==> src/hw/rtl/sorted_id_set_defines.svh <==
// Assertion macros for the sorted id set.
`ifndef SORTED_ID_SET_DEFINES_SVH
`define SORTED_ID_SET_DEFINES_SVH

// Flag a condition that must never hold outside reset.
`define SIS_ASSERT_NEVER(lbl, cond) \
    lbl: assert property (@(posedge clk) disable iff (!rst_n) !(cond)) \
        else $error("sorted_id_set: forbidden condition seen");

// Check a consequence in the cycle after a trigger.
`define SIS_ASSERT_NEXT(lbl, trig, cons) \
    lbl: assert property (@(posedge clk) disable iff (!rst_n) (trig) |=> (cons)) \
        else $error("sorted_id_set: expected consequence missing");

`endif

==> src/hw/rtl/sis_pkg.sv <==
// Shared constants, codes and link types for the sorted id set.
package sis_pkg;

    localparam int CAPACITY = 16;
    localparam int ID_BITS  = 16;
    localparam int CNT_BITS = $clog2(CAPACITY + 1);

    localparam logic [1:0] REQ_INSERT = 2'd0;
    localparam logic [1:0] REQ_FIND   = 2'd1;
    localparam logic [1:0] REQ_POP    = 2'd2;

    typedef enum logic [1:0] {
        ST_OK    = 2'd0,
        ST_DUP   = 2'd1,
        ST_FULL  = 2'd2,
        ST_EMPTY = 2'd3
    } status_t;

    typedef struct packed {
        logic               ins_en;
        logic [ID_BITS-1:0] id;
    } cell_ctrl_t;

    typedef struct packed {
        logic [ID_BITS-1:0] entry;
        logic               gt;
    } cell_link_t;

endpackage

==> src/hw/rtl/sorted_id_set.sv <==
// Top level of the sorted id set: request decode, occupancy and result register.
// A request is taken on any cycle with start high; busy stays low, so one request
// per cycle is accepted. Its result beat shows one cycle later, marked by done for
// that single cycle, and must be taken then since the receiver cannot stall it.
// Latency and rate are fixed by the row of cells: every slot compares against the
// request id and shifts in the same cycle, so a request completes in one cycle.
`include "sorted_id_set_defines.svh"

module sorted_id_set (
    input  logic                             clk,
    input  logic                             rst_n,
    input  logic                             start,
    output logic                             busy,
    input  logic [1:0]                       req_type,
    input  logic [sis_pkg::ID_BITS-1:0]      item_id,
    output logic                             done,
    output logic                             found,
    output logic [sis_pkg::ID_BITS-1:0]      popped_id,
    output logic [1:0]                       status,
    output logic [sis_pkg::CNT_BITS-1:0]     entry_count
);

    localparam int N  = sis_pkg::CAPACITY;
    localparam int CW = sis_pkg::CNT_BITS;
    localparam int IW = sis_pkg::ID_BITS;

    logic [CW-1:0]          count_reg;
    logic [CW-1:0]          count_next;
    logic                   done_reg;
    logic                   found_reg;
    logic                   found_next;
    logic [IW-1:0]          popped_reg;
    logic [IW-1:0]          popped_next;
    sis_pkg::status_t       status_reg;
    sis_pkg::status_t       status_next;

    logic                   accept;
    logic                   hit;
    logic                   full;
    logic                   empty;
    logic                   insert_ok;
    logic                   pop_ok;
    logic [IW-1:0]          top_entry;
    logic                   order_err;

    sis_pkg::cell_ctrl_t    ctrl;
    sis_pkg::cell_link_t    links [N];
    logic [N-1:0]           eq_vec;
    logic [N-1:0]           occ_vec;
    logic [N-1:0]           tail_vec;
    logic [N-1:0]           top_vec;
    logic [N-1:0]           bad_vec;

    assign busy   = 1'b0;
    assign accept = start && !busy;

    assign hit   = |eq_vec;
    assign full  = (count_reg == CW'(N));
    assign empty = (count_reg == '0);

    assign insert_ok = accept && (req_type == sis_pkg::REQ_INSERT) && !hit && !full;
    assign pop_ok    = accept && (req_type == sis_pkg::REQ_POP) && !empty;

    assign ctrl.ins_en = insert_ok;
    assign ctrl.id     = item_id;

    genvar gi;
    generate
        for (gi = 0; gi < N; gi++)
        begin : g_cell
            assign occ_vec[gi]  = (CW'(gi) < count_reg);
            assign tail_vec[gi] = (CW'(gi) == count_reg);
            assign top_vec[gi]  = (CW'(gi + 1) == count_reg);

            if (gi == 0)
            begin : g_first
                sis_cell u_cell (
                    .clk       (clk),
                    .ctrl      (ctrl),
                    .occupied  (occ_vec[gi]),
                    .at_tail   (tail_vec[gi]),
                    .prev_link ('{entry: '0, gt: 1'b0}),
                    .link      (links[gi]),
                    .eq        (eq_vec[gi])
                );
                assign bad_vec[gi] = 1'b0;
            end
            else
            begin : g_rest
                sis_cell u_cell (
                    .clk       (clk),
                    .ctrl      (ctrl),
                    .occupied  (occ_vec[gi]),
                    .at_tail   (tail_vec[gi]),
                    .prev_link (links[gi-1]),
                    .link      (links[gi]),
                    .eq        (eq_vec[gi])
                );
                assign bad_vec[gi] = occ_vec[gi] &&
                                     (links[gi-1].entry >= links[gi].entry);
            end
        end
    endgenerate

    assign order_err = |bad_vec;

    always_comb
    begin
        top_entry = '0;
        for (int i = 0; i < N; i++)
        begin
            if (top_vec[i])
            begin
                top_entry = top_entry | links[i].entry;
            end
        end
    end

    always_comb
    begin
        count_next  = count_reg;
        found_next  = 1'b0;
        popped_next = '0;
        status_next = sis_pkg::ST_OK;
        unique case (req_type)
            sis_pkg::REQ_INSERT:
            begin
                priority if (hit)
                begin
                    status_next = sis_pkg::ST_DUP;
                end
                else if (full)
                begin
                    status_next = sis_pkg::ST_FULL;
                end
                else
                begin
                    count_next = count_reg + CW'(1);
                end
            end
            sis_pkg::REQ_FIND:
            begin
                found_next = hit;
            end
            sis_pkg::REQ_POP:
            begin
                if (empty)
                begin
                    status_next = sis_pkg::ST_EMPTY;
                end
                else
                begin
                    count_next  = count_reg - CW'(1);
                    popped_next = top_entry;
                end
            end
            default:
            begin
                count_next = count_reg;
            end
        endcase
        if (!accept)
        begin
            count_next = count_reg;
        end
    end

    always_ff @(posedge clk or negedge rst_n)
    begin
        if (!rst_n)
        begin
            count_reg <= '0;
            done_reg  <= 1'b0;
        end
        else
        begin
            count_reg <= count_next;
            done_reg  <= accept;
        end
    end

    always_ff @(posedge clk)
    begin
        if (accept)
        begin
            found_reg  <= found_next;
            popped_reg <= popped_next;
            status_reg <= status_next;
        end
    end

    assign done        = done_reg;
    assign found       = found_reg;
    assign popped_id   = popped_reg;
    assign status      = status_reg;
    assign entry_count = count_reg;

    `SIS_ASSERT_NEVER(a_count_bound, count_reg > CW'(N))
    `SIS_ASSERT_NEVER(a_ascending, order_err)
    `SIS_ASSERT_NEXT(a_insert_grows, insert_ok, count_reg == $past(count_reg) + CW'(1))
    `SIS_ASSERT_NEXT(a_pop_shrinks, pop_ok, count_reg == $past(count_reg) - CW'(1))

endmodule

==> src/hw/rtl/sis_cell.sv <==
// One slot of the sorted row: compare against the request id and shift up on insert.
module sis_cell (
    input  logic                         clk,
    input  sis_pkg::cell_ctrl_t          ctrl,
    input  logic                         occupied,
    input  logic                         at_tail,
    input  sis_pkg::cell_link_t          prev_link,
    output sis_pkg::cell_link_t          link,
    output logic                         eq
);

    logic [sis_pkg::ID_BITS-1:0] entry_reg;
    logic [sis_pkg::ID_BITS-1:0] entry_next;
    logic                        gt;

    assign gt = occupied && (entry_reg > ctrl.id);
    assign eq = occupied && (entry_reg == ctrl.id);

    always_comb
    begin
        entry_next = entry_reg;
        if (ctrl.ins_en)
        begin
            priority if (prev_link.gt)
            begin
                entry_next = prev_link.entry;
            end
            else if (gt || at_tail)
            begin
                entry_next = ctrl.id;
            end
            else
            begin
                entry_next = entry_reg;
            end
        end
    end

    always_ff @(posedge clk)
    begin
        entry_reg <= entry_next;
    end

    assign link.entry = entry_reg;
    assign link.gt    = gt;

endmodule

==> config.mk <==
export PLATFORM = sky130hd
export DESIGN_NAME = sorted_id_set
export DESIGN_NICKNAME = d
export VERILOG_FILES = /design/src/hw/rtl/sis_pkg.sv /design/src/hw/rtl/sorted_id_set.sv /design/src/hw/rtl/sis_cell.sv
export VERILOG_INCLUDE_DIRS = /design/src /design/src/hw/rtl
export SDC_FILE = /design/constraint.sdc
export NUM_CORES = 1
export LEC_CHECK = 0
export BUFFER_PORTS_ARGS = -buffer_cell sky130_fd_sc_hd__buf_2
export CAP_MARGIN = 20
export CORE_AREA = 2 2 191 240
export CTS_CLUSTER_SIZE = 40
export DETAILED_ROUTE_END_ITERATION = 7
export DIE_AREA = 0 0 193 242
export PLACE_DENSITY_LB_ADDON = 0.05
export SLEW_MARGIN = 20
export SYNTH_ARGS = -nofsm -noshare
export SYNTH_HDL_FRONTEND = slang
export SYNTH_SLANG_ARGS = --single-unit
==> constraint.sdc <==
create_clock -name clk -period 4.4 [get_ports clk]
set_input_delay 0.66 -clock clk [delete_from_list [all_inputs] [get_ports clk]]
set_output_delay 0.66 -clock clk [all_outputs]
set_load 0.005 [all_outputs]
# [After elaboration in Yosys (flattened, before gate mapping)]
# Cells that the tools add are included.
[word_totals] out_inout_bits=26 regBits=281 in_bits=21 word_cells=253
[classes] n_mux=54 bitwise_logic=16 reduce_logical=90 n_eq_ne=38 magnitude_cmp=32 add_sub_neg=2
[op_table] operator="$mux 16" n=46
[op_table] operator="$eq 16x16->1" n=16
[op_table] operator="$gt 16x16->1" n=16
[op_table] operator="$or 16x16->16" n=15
[op_table] operator="$eq 4x5->1 const A" n=8
[op_table] operator="$lt 4x5->1 const A" n=8
[op_table] operator="$logic_and 1x1->1" n=35
[op_table] operator="$reduce_and 2->1" n=16
[op_table] operator="$reduce_bool 2->1" n=16
[op_table] operator="$eq 3x5->1 const A" n=4
[op_table] operator="$lt 3x5->1 const A" n=4
[op_table] operator="$logic_or 1x1->1" n=16
[op_table] operator="$reduce_or 16->1" n=1
[op_table] operator="$mux 5" n=3
[op_table] operator="$eq 2x5->1 const A" n=2
[op_table] operator="$lt 1x5->1 const A" n=2
[op_table] operator="$lt 2x5->1 const A" n=2
[op_table] operator="$pmux 5 s2" n=1
[op_table] operator="$mux 2" n=3
[op_table] operator="$ne 2x2->1 const B" n=3
[op_table] operator="$add 5x1->5 const B" n=1
[op_table] operator="$eq 1x5->1 const A" n=1
[op_table] operator="$eq 5x5->1 const A" n=1
[op_table] operator="$eq 5x5->1 const B" n=1
[op_table] operator="10 further kinds" n=11

# [Longest topological paths before layout]
# Gate-level depths: netlist (run 1).
[depth] word_depth=32 depth_mapped=11 depth_no_buf=9

# [Modules after synthesis]
# Synthesis (run 1) repeated with hierarchy kept, for this count alone.
[unflattened] cells_unflattened=2186 area_unflattened_um2=20830.0
[by_module_without_submodules] mod="sis_cell" instances=16 seq_area_each_um2=480.5 area_each_um2=1091.0 cells_per_inst=112
[by_module_without_submodules] mod="sorted_id_set" instances=1 seq_area_each_um2=720.7 area_each_um2=3373.2 cells_per_inst=394

# [Least setup slack after synthesis (run 1)]
# OpenSTA, ideal clock, no wires.
[synth_timing] path_kind="input port to flip-flop" startpoint="input port item_id[7] (netlist name)" endpoint="register g_cell[15].g_rest.u_cell.entry_reg[0] (netlist name), enable pin" n_path_buf=1 t_required_ns=4.001 setup_time_ns=0.399 arrival_time_ns=3.568 path_stages=10 setup_slack_ns=0.433 path_cell_list="inv_1 > ha_1 > and4_1 > nor4bb_1 > a22oi_2 > nand4_2 > nor4_4 > nand3_4 > buf_2 > a31oi_1"
[synth_between] elab_chain_cells=7 word_cells_on_any_way=43 cone_classes="order compare (2); eq/ne (16); reduce/logical (25)"
[synth_lines] element="start: declaration" line_no="sorted_id_set.sv:15" rtl="input logic [sis_pkg::ID_BITS-1:0] item_id,"
[synth_lines] element="branches (longest 6 deep; another with $gt 16x16->1)"
[synth_lines] element="$reduce_and 2->1 (no line) (*)"
[synth_lines] element="end signal: assignment" line_no="sis_cell.sv:41" rtl="entry_reg <= entry_next;"
[synth_lines] element="end: declaration" line_no="sis_cell.sv:12" rtl="logic [sis_pkg::ID_BITS-1:0] entry_reg;"
# Every way passes the cells marked *.
# A chain may end at the register's enable or synchronous reset.

# [Worst setup path after layout (run 1)]
[layout_timing] startpoint="register count_reg[4], in the netlist entry_count[4]" endpoint="register g_cell[7].g_rest.u_cell.entry_reg[10] (netlist name), enable pin"
[layout_between] elab_chain_cells=7 word_cells_on_any_way=44 cone_classes="order compare (16); eq/ne (2); reduce/logical (26)"
[layout_lines] element="start: declaration" line_no="sorted_id_set.sv:27" rtl="logic [CW-1:0] count_reg;"
[layout_lines] element="start signal: assignment" line_no="sorted_id_set.sv:177" rtl="count_reg <= count_next;"
[layout_lines] element="$lt 1x5->1, or another cell as far along" line_no="sorted_id_set.sv:71" rtl="assign occ_vec[gi] = (CW'(gi) < count_reg);"
[layout_lines] element="$logic_and 1x1->1" line_no="sis_cell.sv:17" rtl="assign eq = occupied && (entry_reg == ctrl.id);"
[layout_lines] element="$reduce_or 16->1" line_no="sorted_id_set.sv:57" rtl="assign hit = |eq_vec;"
[layout_lines] element="$logic_not 1->1" line_no="sorted_id_set.sv:61" rtl="assign insert_ok = accept && (req_type == sis_pkg::REQ_INSERT) && !hit && !full;"
[layout_lines] element="$logic_and 1x1->1 (2 in series)" line_no="sorted_id_set.sv:61"
[layout_lines] element="$reduce_and 2->1 (no line) (*)"
[layout_lines] element="end signal: assignment" line_no="sis_cell.sv:41"
[layout_lines] element="end: declaration" line_no="sis_cell.sv:12"
# Every way passes the cells marked *; elsewhere a longest branch is shown, timed or not.

==> reports/qor.txt, run 1 <==
Global-route wire length before repair - 112900 um
Top flip-flop cell by instance count after synthesis - sky130_fd_sc_hd__edfxtp_1
Post-detailed-route wirelength per cell - 33.95 um
Number of setup buffers added after CTS - 0
Antenna Cells - 0
Endpoint type of the worst setup path - register
Die X - 193 um
Final critical delay including setup and external delays - 3.895 ns
Count of flip-flops with a built-in enable after synthesis - 275
Clock latency on the worst-skew pair - 0.56 ns
Area share of the largest cell type after synthesis - 42.65%
Most used cells in the layout excluding fill and tap cells - 275 x sky130_fd_sc_hd__edfxtp_1, 261 x sky130_fd_sc_hd__ha_1, 219 x sky130_fd_sc_hd__mux2_2
Total routed wirelength - 79860 um
Reg2reg start - entry_count[4]
Mapped Area - 0.01936 mm^2
Leftover overflow at the end of global routing - 0
Clock root buffer - sky130_fd_sc_hd__clkbuf_16
Port Buf Inserts - 45
Count of state elements after synthesis - 281
Clock-pin slew on the worst setup and hold paths - 0.06 ns
Initial cell density of the core - 43.38%
Largest fanout of any net on the critical path - 17
Leakage Power - 8.672 nW
Mapped Avg Cell Area - 12.07 um^2
Register-to-register setup slack - 0.51 ns
Worst setup path category - register to register
Maximum number of pins on one net before global-route repair - 22
GP Congestion - 1.004
Ratio of cells with drive above 1 in the final layout - 28.07%
CP max stage delay - 0.83 ns
Most common cell after layout, fill and taps aside - sky130_fd_sc_hd__edfxtp_1
Number of max-slew violations in the final report - 0
Flip-flop count of the largest register after layout - 240
Number of rows in the core area - 87
Max-capacitance violation count - 0
Logic depth of the worst register-to-register path - 8
Iteration-0 DRC count of the detailed router - 1952
Number of placed I/O pins - 47
Relative area change from synthesis to final layout - 16.23%
Slew at the pin closest to its max-slew limit - 1.199 ns
Final Hold Viols - 0
Final standard cell count with taps included and fillers excluded - 2352
Endpoint required time on the critical path - 4.56 ns
Type of element launching the critical path - register
Number of H-tree branching levels - 2
DP HPWL - 60490 um
TritonCTS buffer count - 34
Met3 WL - 6458 um
Total nets after synthesis - 1886
Routed vias - 15772
Endpoint arrival time on the critical path - 4.06 ns
Clock tree from TritonCTS - yes
Crit path cell chain - inv_1, o21ai_0, a22oi_2, nand4_2, nor4_4, nand3_4, buf_12, a31oi_2
Total of endpoints with negative setup slack in the final report - 0
Via count of the first global-routing pass - 15609
Most area-hungry cell type in the Yosys netlist - sky130_fd_sc_hd__edfxtp_1
Top area cells in the synthesized netlist - sky130_fd_sc_hd__edfxtp_1 43%, sky130_fd_sc_hd__ha_1 17%, sky130_fd_sc_hd__mux2_2 13%, sky130_fd_sc_hd__a22oi_1 2.5%, sky130_fd_sc_hd__nand4_1 2.2%
Post-route clock skew - 0.01648 ns
Buffers & Inverters on Critical Path - 2
P per Cell Area - 335.2 mW/mm^2
Setup repair after global routing missed its margin - no
Ratio of routed vias to standard cells - 6.706
Wire length on met1 - 32690 um
Total track usage - 34.34%
Num Clock Sinks - 281
Number of antenna violations at the first check in global routing - 2
Setup TNS Final - 0 ns
Yosys cell types - 74
Nets - 2033
Fill cell instance count of the final layout - 3994
Die outline area - 0.04671 mm^2
Total iterations of the first detailed-routing run - 7
Run status - finished, final reports clean
Buffer depth of the longest clock path - 3
Placed insts - 2292
Proportion of synthesized chip area in sequential cells - 43.43%
Min-Delay Path Class - input pin to asynchronous set/reset pin
Relative slew slack - 20.08%
Residual DRC count - 0
Highest metal layer with signal wires - met5
Length of routed met2 wiring - 36590 um
Placeable core area - 0.04463 mm^2
VDD IR-drop max - 0.3469 mV
Die Y-Extent - 242 um
Dominant delay contributor by cell family on the critical path - compound AO/OA/AOI/OAI gates
Synth warnings - 0
Post-synthesis cell count - 1604
Remaining number of nets flagged by the antenna check after routing - 0
Crit path max-delay cell type - sky130_fd_sc_hd__a31oi_2
Highest achievable clock rate - 0.2568 GHz
Share of synthesized flip-flops with an asynchronous set or reset - 2.135%
Reg-to-reg critical path endpoint - g_cell[7].g_rest.u_cell.entry_reg[10]
Share of the cycle needed by the critical path after routing - 88.51%
-- worst register-to-register path: cells and delay by family (launching register included) --
| family | cells | cell delay (ns) |
|---|---|---|
| buf+inv | 2 | 0.63 |
| compound gates | 3 | 1.54 |
| flops | 1 | 0.65 |
| simple gates | 3 | 0.67 |
-- timing repair --
action / 4_1_cts / 5_1_grt
resized for setup: 0 / 0
hold endpoints to repair: 6 / 0
hold buffers: 1 / 0
-- cell families (layout without fill, tap and decap cells) --
| family | after synthesis | in the layout | share of synthesized area, % |
|---|---|---|---|
| AO/OA/AOI/OAI | 409 | 409 | 15.09 |
| XOR/XNOR | 2 | 2 | 0.09050 |
| adder cells (fa/ha/maj) | 261 | 261 | 16.87 |
| buffers and inverters | 126 | 296 | 2.714 |
| flip-flops | 281 | 281 | 43.43 |
| multiplexers | 226 | 226 | 13.14 |
| other | 1 | 1 | 0.01937 |
| AND/OR/NAND/NOR | 298 | 298 | 8.647 |
-- power by group --
part / switching (W) / leakage (nW) / total, W / internal (W)
sequential: 0.000197 / 2.59 / 0.00330 / 0.00310
clock: 0.00117 / 0.510 / 0.00269 / 0.00152
combinational: 0.000900 / 5.57 / 0.00156 / 0.000658
-- area by class of cell --
class                      instances  area (um^2)  area share, %
sequential                       281         8408          37.36
inverter                          52        195.2         0.8674
multi-input combinational       1197        10590          47.06
clock buffer                      40        937.1          4.165
tap                              578        723.2          3.214
clock inverter                    19        95.09         0.4226
timing repair buffer             185         1554          6.906
-- cell usage after synthesis (all sizes together), types with 32 or more instances --
library cell  count
nand2            40
edfxtp          275
nand4            69
mux2            225
ha              261
nor2             51
a21oi            83
clkbuf           47
a21o             51
a222oi           32
a22oi            66
o21ai            58
inv              52
-- layer usage --
layer	up-vias	global-route usage [%]
li1	6799	-
met1	7937	46.55
met2	825	53.63
met3	207	5.910
met4	4	15.22
met5	-	0
-- stage by stage --
stage	hold slack [ns]	util (%)	instance area, um^2	power [W]	setup slack [ns]
after global placement	0.4913	48.00	21420	0.004848	0.2365
after detailed placement	0.4941	48.05	21440	0.004867	0.2750
after floorplan	0.3644	-	19360	0.004194	0.4328
after global routing	0.4647	50.42	22500	0.007792	0.3881
final	0.4559	50.42	22500	0.007543	0.5054
after CTS	0.4479	50.38	22490	0.007541	0.5692
-- worst max path at each step --
stage,startpoint,endpoint,slack [ns],cells past startpoint
final,entry_count[4],g_cell[7].g_rest.u_cell.entry_reg[10],0.51,8
after global routing,entry_count[4],g_cell[7].g_rest.u_cell.entry_reg[10],0.39,8
after CTS,entry_count[4],g_cell[2].g_rest.u_cell.entry_reg[5],0.57,8
after detailed placement,item_id[12],g_cell[2].g_rest.u_cell.entry_reg[5],0.27,12
after global placement,item_id[12],g_cell[3].g_rest.u_cell.entry_reg[6],0.24,12
after floorplan,item_id[7],g_cell[15].g_rest.u_cell.entry_reg[0],0.43,10
Note: power is estimated with default switching activity, not from simulation.
==> run 2: changes to the inputs <==
- CORE_AREA: 2 2 191 240 -> 2 2 198 248
- DIE_AREA: 0 0 193 242 -> 0 0 200 250
==> reports/qor.txt, run 2 (synthesis results as in run 1) <==
Type of element launching the critical path - register
Number of max-slew violations in the final report - 0 (unchanged)
Die X - 200 um (+3.6%)
Reported net switching power - 0.002310 W (+1.9%)
Post-detailed-route wirelength per cell - 31.47 um (-7.3%)
Most common cell after layout, fill and taps aside - sky130_fd_sc_hd__edfxtp_1
Run status - finished, violations left
Endpoint required time on the critical path - 4.66 ns (+0.10 ns)
Ratio of cells with drive above 1 in the final layout - 28.24% (+0.17 points)
Residual DRC count - 2 (+2)
Cell area reported after detailed placement - 0.02152 mm^2 (+0.34%)
Min-Delay Path Class - input pin to asynchronous set/reset pin
Clock-pin slew on the worst setup and hold paths - 0.06 ns (about the same)
CP max stage delay - 0.55 ns (-0.28 ns)
Relative slew slack - 15.78% (-4.3 points)
Final critical delay including setup and external delays - 3.505 ns (-0.3894 ns)
Leakage Power - 8.756 nW (+0.97%)
Global-route wire length before repair - 109900 um (-2.7%)
Number of antenna violations at the first check in global routing - 1 (-1)
Pint - 0.005658 W (+7.2%)
Total routed wirelength - 76310 um (-4.4%)
P per Cell Area - 349.7 mW/mm^2 (+4.3%)
Maximum number of pins on one net before global-route repair - 23 (+4.5%)
Clock share of power - 38.9% (+3.3 points)
Violations in the final reports - design-rule violations
Number of placed I/O pins - 47 (unchanged)
Via count of the first global-routing pass - 15550 (-0.38%)
Die outline area - 0.05000 mm^2 (+7.1%)
DP HPWL - 58700 um (-3.0%)
Total track usage - 31.04% (-3.3 points)
Ratio of routed vias to standard cells - 6.370 (-5.0%)
Number of setup buffers added after CTS - 0 (unchanged)
Design Area, Final - 0.02278 mm^2 (+1.2%)
Clock tree from TritonCTS - yes
Largest fanout of any net on the critical path - 15 (-2)
Buffers & Inverters on Critical Path - 2 (unchanged)
Post-CTS sizing - 0 (unchanged)
Clock root buffer - sky130_fd_sc_hd__clkbuf_16
Num Clock Sinks - 281 (unchanged)
Relative area change from synthesis to final layout - 17.68%
Most used cells in the layout excluding fill and tap cells - 275 x sky130_fd_sc_hd__edfxtp_1, 261 x sky130_fd_sc_hd__ha_1, 219 x sky130_fd_sc_hd__mux2_2
Placeable core area - 0.04786 mm^2 (+7.2%)
Endpoint arrival time on the critical path - 3.76 ns (-0.30 ns)
Final Hold Viols - 0 (unchanged)
Die Y-Extent - 250 um (+3.3%)
Routed vias - 15448 (-2.1%)
Crit path cell chain - nor2_2, o21ai_0, a22oi_1, nand4_1, nor4_4, nand3_4, buf_12, a31oi_2, buf_6
Post-route clock skew - 0.01287 ns (-0.003612 ns)
Crit path setup slack, layout - 0.8947 ns (+0.3894 ns)
Number of rows in the core area - 90 (+3.4%)
Slew at the pin closest to its max-slew limit - 1.263 ns (+0.06444 ns)
Crit path max-delay cell type - sky130_fd_sc_hd__a31oi_2
GP Congestion - 0.9172 (-8.7%)
Leftover overflow at the end of global routing - 0 (unchanged)
Worst setup path category - register to register
Iteration-0 DRC count of the detailed router - 1791 (-8.2%)
Max-capacitance violation count - 0 (unchanged)
Initial cell density of the core - 40.45% (-2.9 points)
Flip-flop count of the largest register after layout - 240 (unchanged)
Endpoint type of the worst setup path - register
Antenna Cells - 0 (unchanged)
Proportion of power drawn by combinational gates - 20.2% (-0.5 points)
Setup repair after global routing missed its margin - no
Number of H-tree branching levels - 2 (unchanged)
VDD IR-drop max - 0.2713 mV (-22%)
Net switching fraction of the power - 28.99% (-1.1 points)
Remaining number of nets flagged by the antenna check after routing - 0 (unchanged)
Power consumption - 0.007968 W (+5.6%)
Highest achievable clock rate - 0.2853 GHz (+11%)
Worst slack after detailed placement - 0.2756 ns (+0.0006560 ns)
Dominant delay contributor by cell family on the critical path - compound AO/OA/AOI/OAI gates
Total iterations of the first detailed-routing run - 8 (+1)
Flop pwr share - 40.9% (-2.8 points)
Setup TNS Final - 0 ns (unchanged)
Buffer depth of the longest clock path - 3 (unchanged)
Nets - 2040 (+0.34%)
TritonCTS buffer count - 36 (+5.9%)
Fill cell instance count of the final layout - 4349 (+8.9%)
Clock latency on the worst-skew pair - 0.56 ns (about the same)
Port Buf Inserts - 45 (unchanged)
Share of the cycle needed by the critical path after routing - 79.67% (-8.8 points)
Total of endpoints with negative setup slack in the final report - 0 (unchanged)
run 2: repair_timing:
| item | 4_1_cts | 5_1_grt |
|---|---|---|
| endpoints found under the setup margin | 0 | 0 |
| hold buffers | 1 | 0 |
| hold endpoints to repair | 6 | 0 |
run 2: area by class of cell:
| class | instances | area, um^2 | share of cell area (%) |
|---|---|---|---|
| clock inverter | 19 | 242.7 | 1.065 |
| sequential | 281 | 8408 | 36.90 |
| multi-input combinational | 1197 | 10640 | 46.71 |
| timing repair buffer | 190 | 1544 | 6.777 |
| clock buffer | 42 | 944.7 | 4.146 |
| inverter | 52 | 195.2 | 0.8567 |
| tap | 644 | 805.8 | 3.537 |
run 2: metrics by stage:
step	std cells	hold slack [ns]	util, %
4_1_cts	2424	0.4400	47.46
6_report	2425	0.4597	47.61
3_3_place_gp	2360	0.4931	44.83
5_1_grt	2425	0.4522	47.61
3_5_place_dp	2362	0.4943	44.96
2_1_floorplan	1604	0.3644	-
run 2: power by group through the flow:
stage	registers [W]	clock network [W]	logic, W
after floorplan	0.00321	0	0.000982
after global placement	0.00330	0	0.00154
after detailed placement	0.00330	0	0.00157
after CTS	0.00325	0.00316	0.00158
after global routing	0.00326	0.00325	0.00173
final	0.00326	0.00310	0.00161
run 2: worst paths after layout:
path | from | slack, ns | cells after the start | to
max in group asynchronous | rst_n | 3.80 | 2 | entry_count[2]
worst max-delay path | entry_count[0] | 0.89 | 9 | g_cell[4].g_rest.u_cell.entry_reg[11]
worst min register to register | g_cell[6].g_rest.u_cell.entry_reg[0] | 0.58 | 1 | g_cell[7].g_rest.u_cell.entry_reg[0]
worst min-delay path | rst_n | 0.46 | 2 | entry_count[3]
worst max register to register | entry_count[0] | 0.89 | 9 | g_cell[4].g_rest.u_cell.entry_reg[11]
min in group clk | req_type[0] | 0.46 | 2 | status[1]
run 2: routing by layer:
layer  vias to the layer above  wire (um)  global-route usage [%]
met3                       134       5765                   4.892
li1                       6810          -                       -
met2                       686      35950                   49.93
met4                         0       3184                   11.92
met1                      7818      31410                   41.78
met5                         -          0                       0
run 2: worst register-to-register path, delay by kind of cell, from the launching register on:
family	cells	cell delay [ns]
simple gates	4	1.12
flops	1	0.51
buf+inv	2	0.44
compound gates	3	1.16
==> run 3: changes to the inputs <==
- clock period: 4.4 -> 2.9 ns (I/O delays scaled with it)
==> reports/qor.txt, run 3 (synthesis results as in run 1) <==
Highest achievable clock rate - 0.3402 GHz (+19%)
Global-route wire length before repair - 115100 um (+4.8%)
Number of placed I/O pins - 47 (unchanged)
Flop pwr share - 38.1% (-2.8 points)
Crit path cell chain - ha_4, nand4_1, nor4_2, a22oi_2, nand4_4, nor4_4, nand3_4, buf_12, a31oi_4, buf_12
VDD IR-drop max - 0.4496 mV (+66%)
Placeable core area - 0.04786 mm^2 (unchanged)
Nets - 2491 (+22%)
Final Hold Viols - 0 (unchanged)
Reported net switching power - 0.003646 W (+58%)
Ratio of cells with drive above 1 in the final layout - 45.73% (+17 points)
Clock tree from TritonCTS - yes
Initial cell density of the core - 40.45% (unchanged)
Total of endpoints with negative setup slack in the final report - 97 (+97)
Number of H-tree branching levels - 2 (unchanged)
Post-route clock skew - 0.01917 ns (+0.006305 ns)
Endpoint type of the worst setup path - register
GP Congestion - 0.9749 (+6.3%)
Crit path setup slack, layout - -0.03952 ns (-0.9342 ns)
Buffers & Inverters on Critical Path - 2 (unchanged)
Reg-to-reg critical path endpoint - g_cell[12].g_rest.u_cell.entry_reg[13]
Max-capacitance violation count - 0 (unchanged)
Slew at the pin closest to its max-slew limit - 0.7856 ns (-0.4777 ns)
Antenna Cells - 0 (unchanged)
Clock-pin slew on the worst setup and hold paths - 0.06 ns (about the same)
Total routed wirelength - 80740 um (+5.8%)
Dominant delay contributor by cell family on the critical path - simple AND/OR/NAND/NOR gates
Clock share of power - 36.6% (-2.3 points)
Number of rows in the core area - 90 (unchanged)
Type of element launching the critical path - register
Core occupancy in the finished layout - 57.09% (+9.5 points)
Register-to-register setup slack - -0.04 ns (-0.93 ns)
Setup repair after global routing missed its margin - yes
Die Y-Extent - 250 um (unchanged)
P per Cell Area - 466.7 mW/mm^2 (+33%)
Most common cell after layout, fill and taps aside - sky130_fd_sc_hd__buf_4
Port Buf Inserts - 45 (unchanged)
Cell area reported after detailed placement - 0.02521 mm^2 (+17%)
Min-Delay Path Class - input pin to asynchronous set/reset pin
Largest fanout of any net on the critical path - 8 (-7)
Reg2reg start - g_cell[13].g_rest.u_cell.entry_reg[6]
Most used cells in the layout excluding fill and tap cells - 524 x sky130_fd_sc_hd__buf_4, 275 x sky130_fd_sc_hd__edfxtp_1, 240 x sky130_fd_sc_hd__ha_1
Endpoint required time on the critical path - 3.16 ns (-1.50 ns)
Pint - 0.009105 W (+61%)
Violations in the final reports - negative setup slack
Relative slew slack - 47.08% (+31 points)
Proportion of power drawn by combinational gates - 25.3% (+5.1 points)
TritonCTS buffer count - 35 (-2.8%)
Iteration-0 DRC count of the detailed router - 1654 (-7.6%)
Num Clock Sinks - 281 (unchanged)
Crit path max-delay cell type - sky130_fd_sc_hd__edfxtp_1
Fill cell instance count of the final layout - 4111 (-5.5%)
Logic depth of the worst register-to-register path - 10 (+1)
Clock latency on the worst-skew pair - 0.55 ns (about the same)
Relative area change from synthesis to final layout - 41.13%
CP max stage delay - 0.44 ns (-0.11 ns)
Share of the cycle needed by the critical path after routing - 101.4% (+22 points)
Residual DRC count - 0 (-2)
Endpoint arrival time on the critical path - 3.20 ns (-0.56 ns)
Total track usage - 32.46% (+1.4 points)
Run status - finished, violations left
Maximum number of pins on one net before global-route repair - 22 (-4.3%)
Number of max-slew violations in the final report - 0 (unchanged)
Design Area, Final - 0.02732 mm^2 (+20%)
Leftover overflow at the end of global routing - 0 (unchanged)
Final critical delay including setup and external delays - 2.940 ns (-0.5658 ns)
Worst setup path category - register to register
Flip-flop count of the largest register after layout - 240 (unchanged)
Ratio of routed vias to standard cells - 5.878 (-7.7%)
Routed vias - 16922 (+9.5%)
Net switching fraction of the power - 28.59% (-0.39 points)
Remaining number of nets flagged by the antenna check after routing - 0 (unchanged)
Number of antenna violations at the first check in global routing - 0 (-1)
Post-detailed-route wirelength per cell - 28.05 um (-11%)
Leakage Power - 11.11 nW (+27%)
DP HPWL - 64530 um (+9.9%)
Clock root buffer - sky130_fd_sc_hd__clkbuf_16
Via count of the first global-routing pass - 17305 (+11%)
Total iterations of the first detailed-routing run - 7 (-1)
Die X - 200 um (unchanged)
Cell repeated most along the worst path - sky130_fd_sc_hd__buf_12
Buffer depth of the longest clock path - 3 (unchanged)
Die outline area - 0.05000 mm^2 (unchanged)
run 3: worst register-to-register path: stages, from the launching register on:
cell and delay (ns):
sky130_fd_sc_hd__edfxtp_1 0.44, sky130_fd_sc_hd__ha_4 0.25, sky130_fd_sc_hd__nand4_1 0.23, sky130_fd_sc_hd__nor4_2 0.10, sky130_fd_sc_hd__a22oi_2 0.29, sky130_fd_sc_hd__nand4_4 0.15
sky130_fd_sc_hd__nor4_4 0.38, sky130_fd_sc_hd__nand3_4 0.19, sky130_fd_sc_hd__buf_12 0.20, sky130_fd_sc_hd__a31oi_4 0.23, sky130_fd_sc_hd__buf_12 0.17
run 3: how the worst max path moves through the flow:
stage	startpoint	to	slack, ns	cells past startpoint
floorplan	item_id[5]	g_cell[10].g_rest.u_cell.entry_reg[0]	-0.42	10
global placement	item_id[4]	g_cell[13].g_rest.u_cell.entry_reg[10]	-0.77	13
detailed placement	item_id[4]	g_cell[13].g_rest.u_cell.entry_reg[10]	-0.81	13
CTS	g_cell[4].g_rest.u_cell.entry_reg[5]	g_cell[12].g_rest.u_cell.entry_reg[10]	-0.03	11
global route	entry_count[1]	g_cell[6].g_rest.u_cell.entry_reg[1]	-0.12	10
finish	g_cell[13].g_rest.u_cell.entry_reg[6]	g_cell[12].g_rest.u_cell.entry_reg[13]	-0.04	10
run 3: routing by layer:
metal,track usage (%),vias to the layer above,wire [um]
li1,-,7748,-
met2,53.43,647,38250
met3,5.676,132,5852
met5,0,-,0
met4,11.17,0,2935
met1,42.82,8395,33710
run 3: what timing repair did:
item                       in CTS  in global routing
hold buffers                    1                  0
resized for setup               8                 55
hold endpoints to repair        6                  0
pin swaps                       9                 16
buffers inserted               22                 26
cloned                          0                  1
setup endpoints to repair     319                403
run 3: metrics by stage:
step / TNS (ns) / total power [W] / worst slack [ns] / instances / hold WS (ns)
6_report: -1.639 / 0.01275 / -0.03952 / 2879 / 0.2353
5_1_grt: -21.25 / 0.01319 / -0.1163 / 2879 / 0.2528
4_1_cts: -0.2858 / 0.01270 / -0.02745 / 2852 / 0.2187
3_5_place_dp: -299.50 / 0.007972 / -0.8055 / 2766 / 0.2635
3_3_place_gp: -283.44 / 0.007942 / -0.7657 / 2766 / 0.2606
2_1_floorplan: -99.19 / 0.006419 / -0.4171 / 1604 / 0.1394
run 3: area by class of cell:
type | instances | area (um^2) | area share [%]
multi-input cells | 1197 | 11130 | 40.75
flip-flops and latches | 281 | 8412 | 30.79
repair buffers | 642 | 5525 | 20.22
clock buffers | 39 | 933.4 | 3.416
well taps | 644 | 805.8 | 2.949
clock inverters | 24 | 260.3 | 0.9525
inverters | 52 | 251.5 | 0.9205
run 3: power groups by stage:
stage	clock network, W	logic (W)	registers [W]
3_5_place_dp	0	0.00304	0.00493
4_1_cts	0.00474	0.00312	0.00484
2_1_floorplan	0	0.00155	0.00487
5_1_grt	0.00487	0.00345	0.00487
3_3_place_gp	0	0.00301	0.00493
6_report	0.00466	0.00323	0.00486
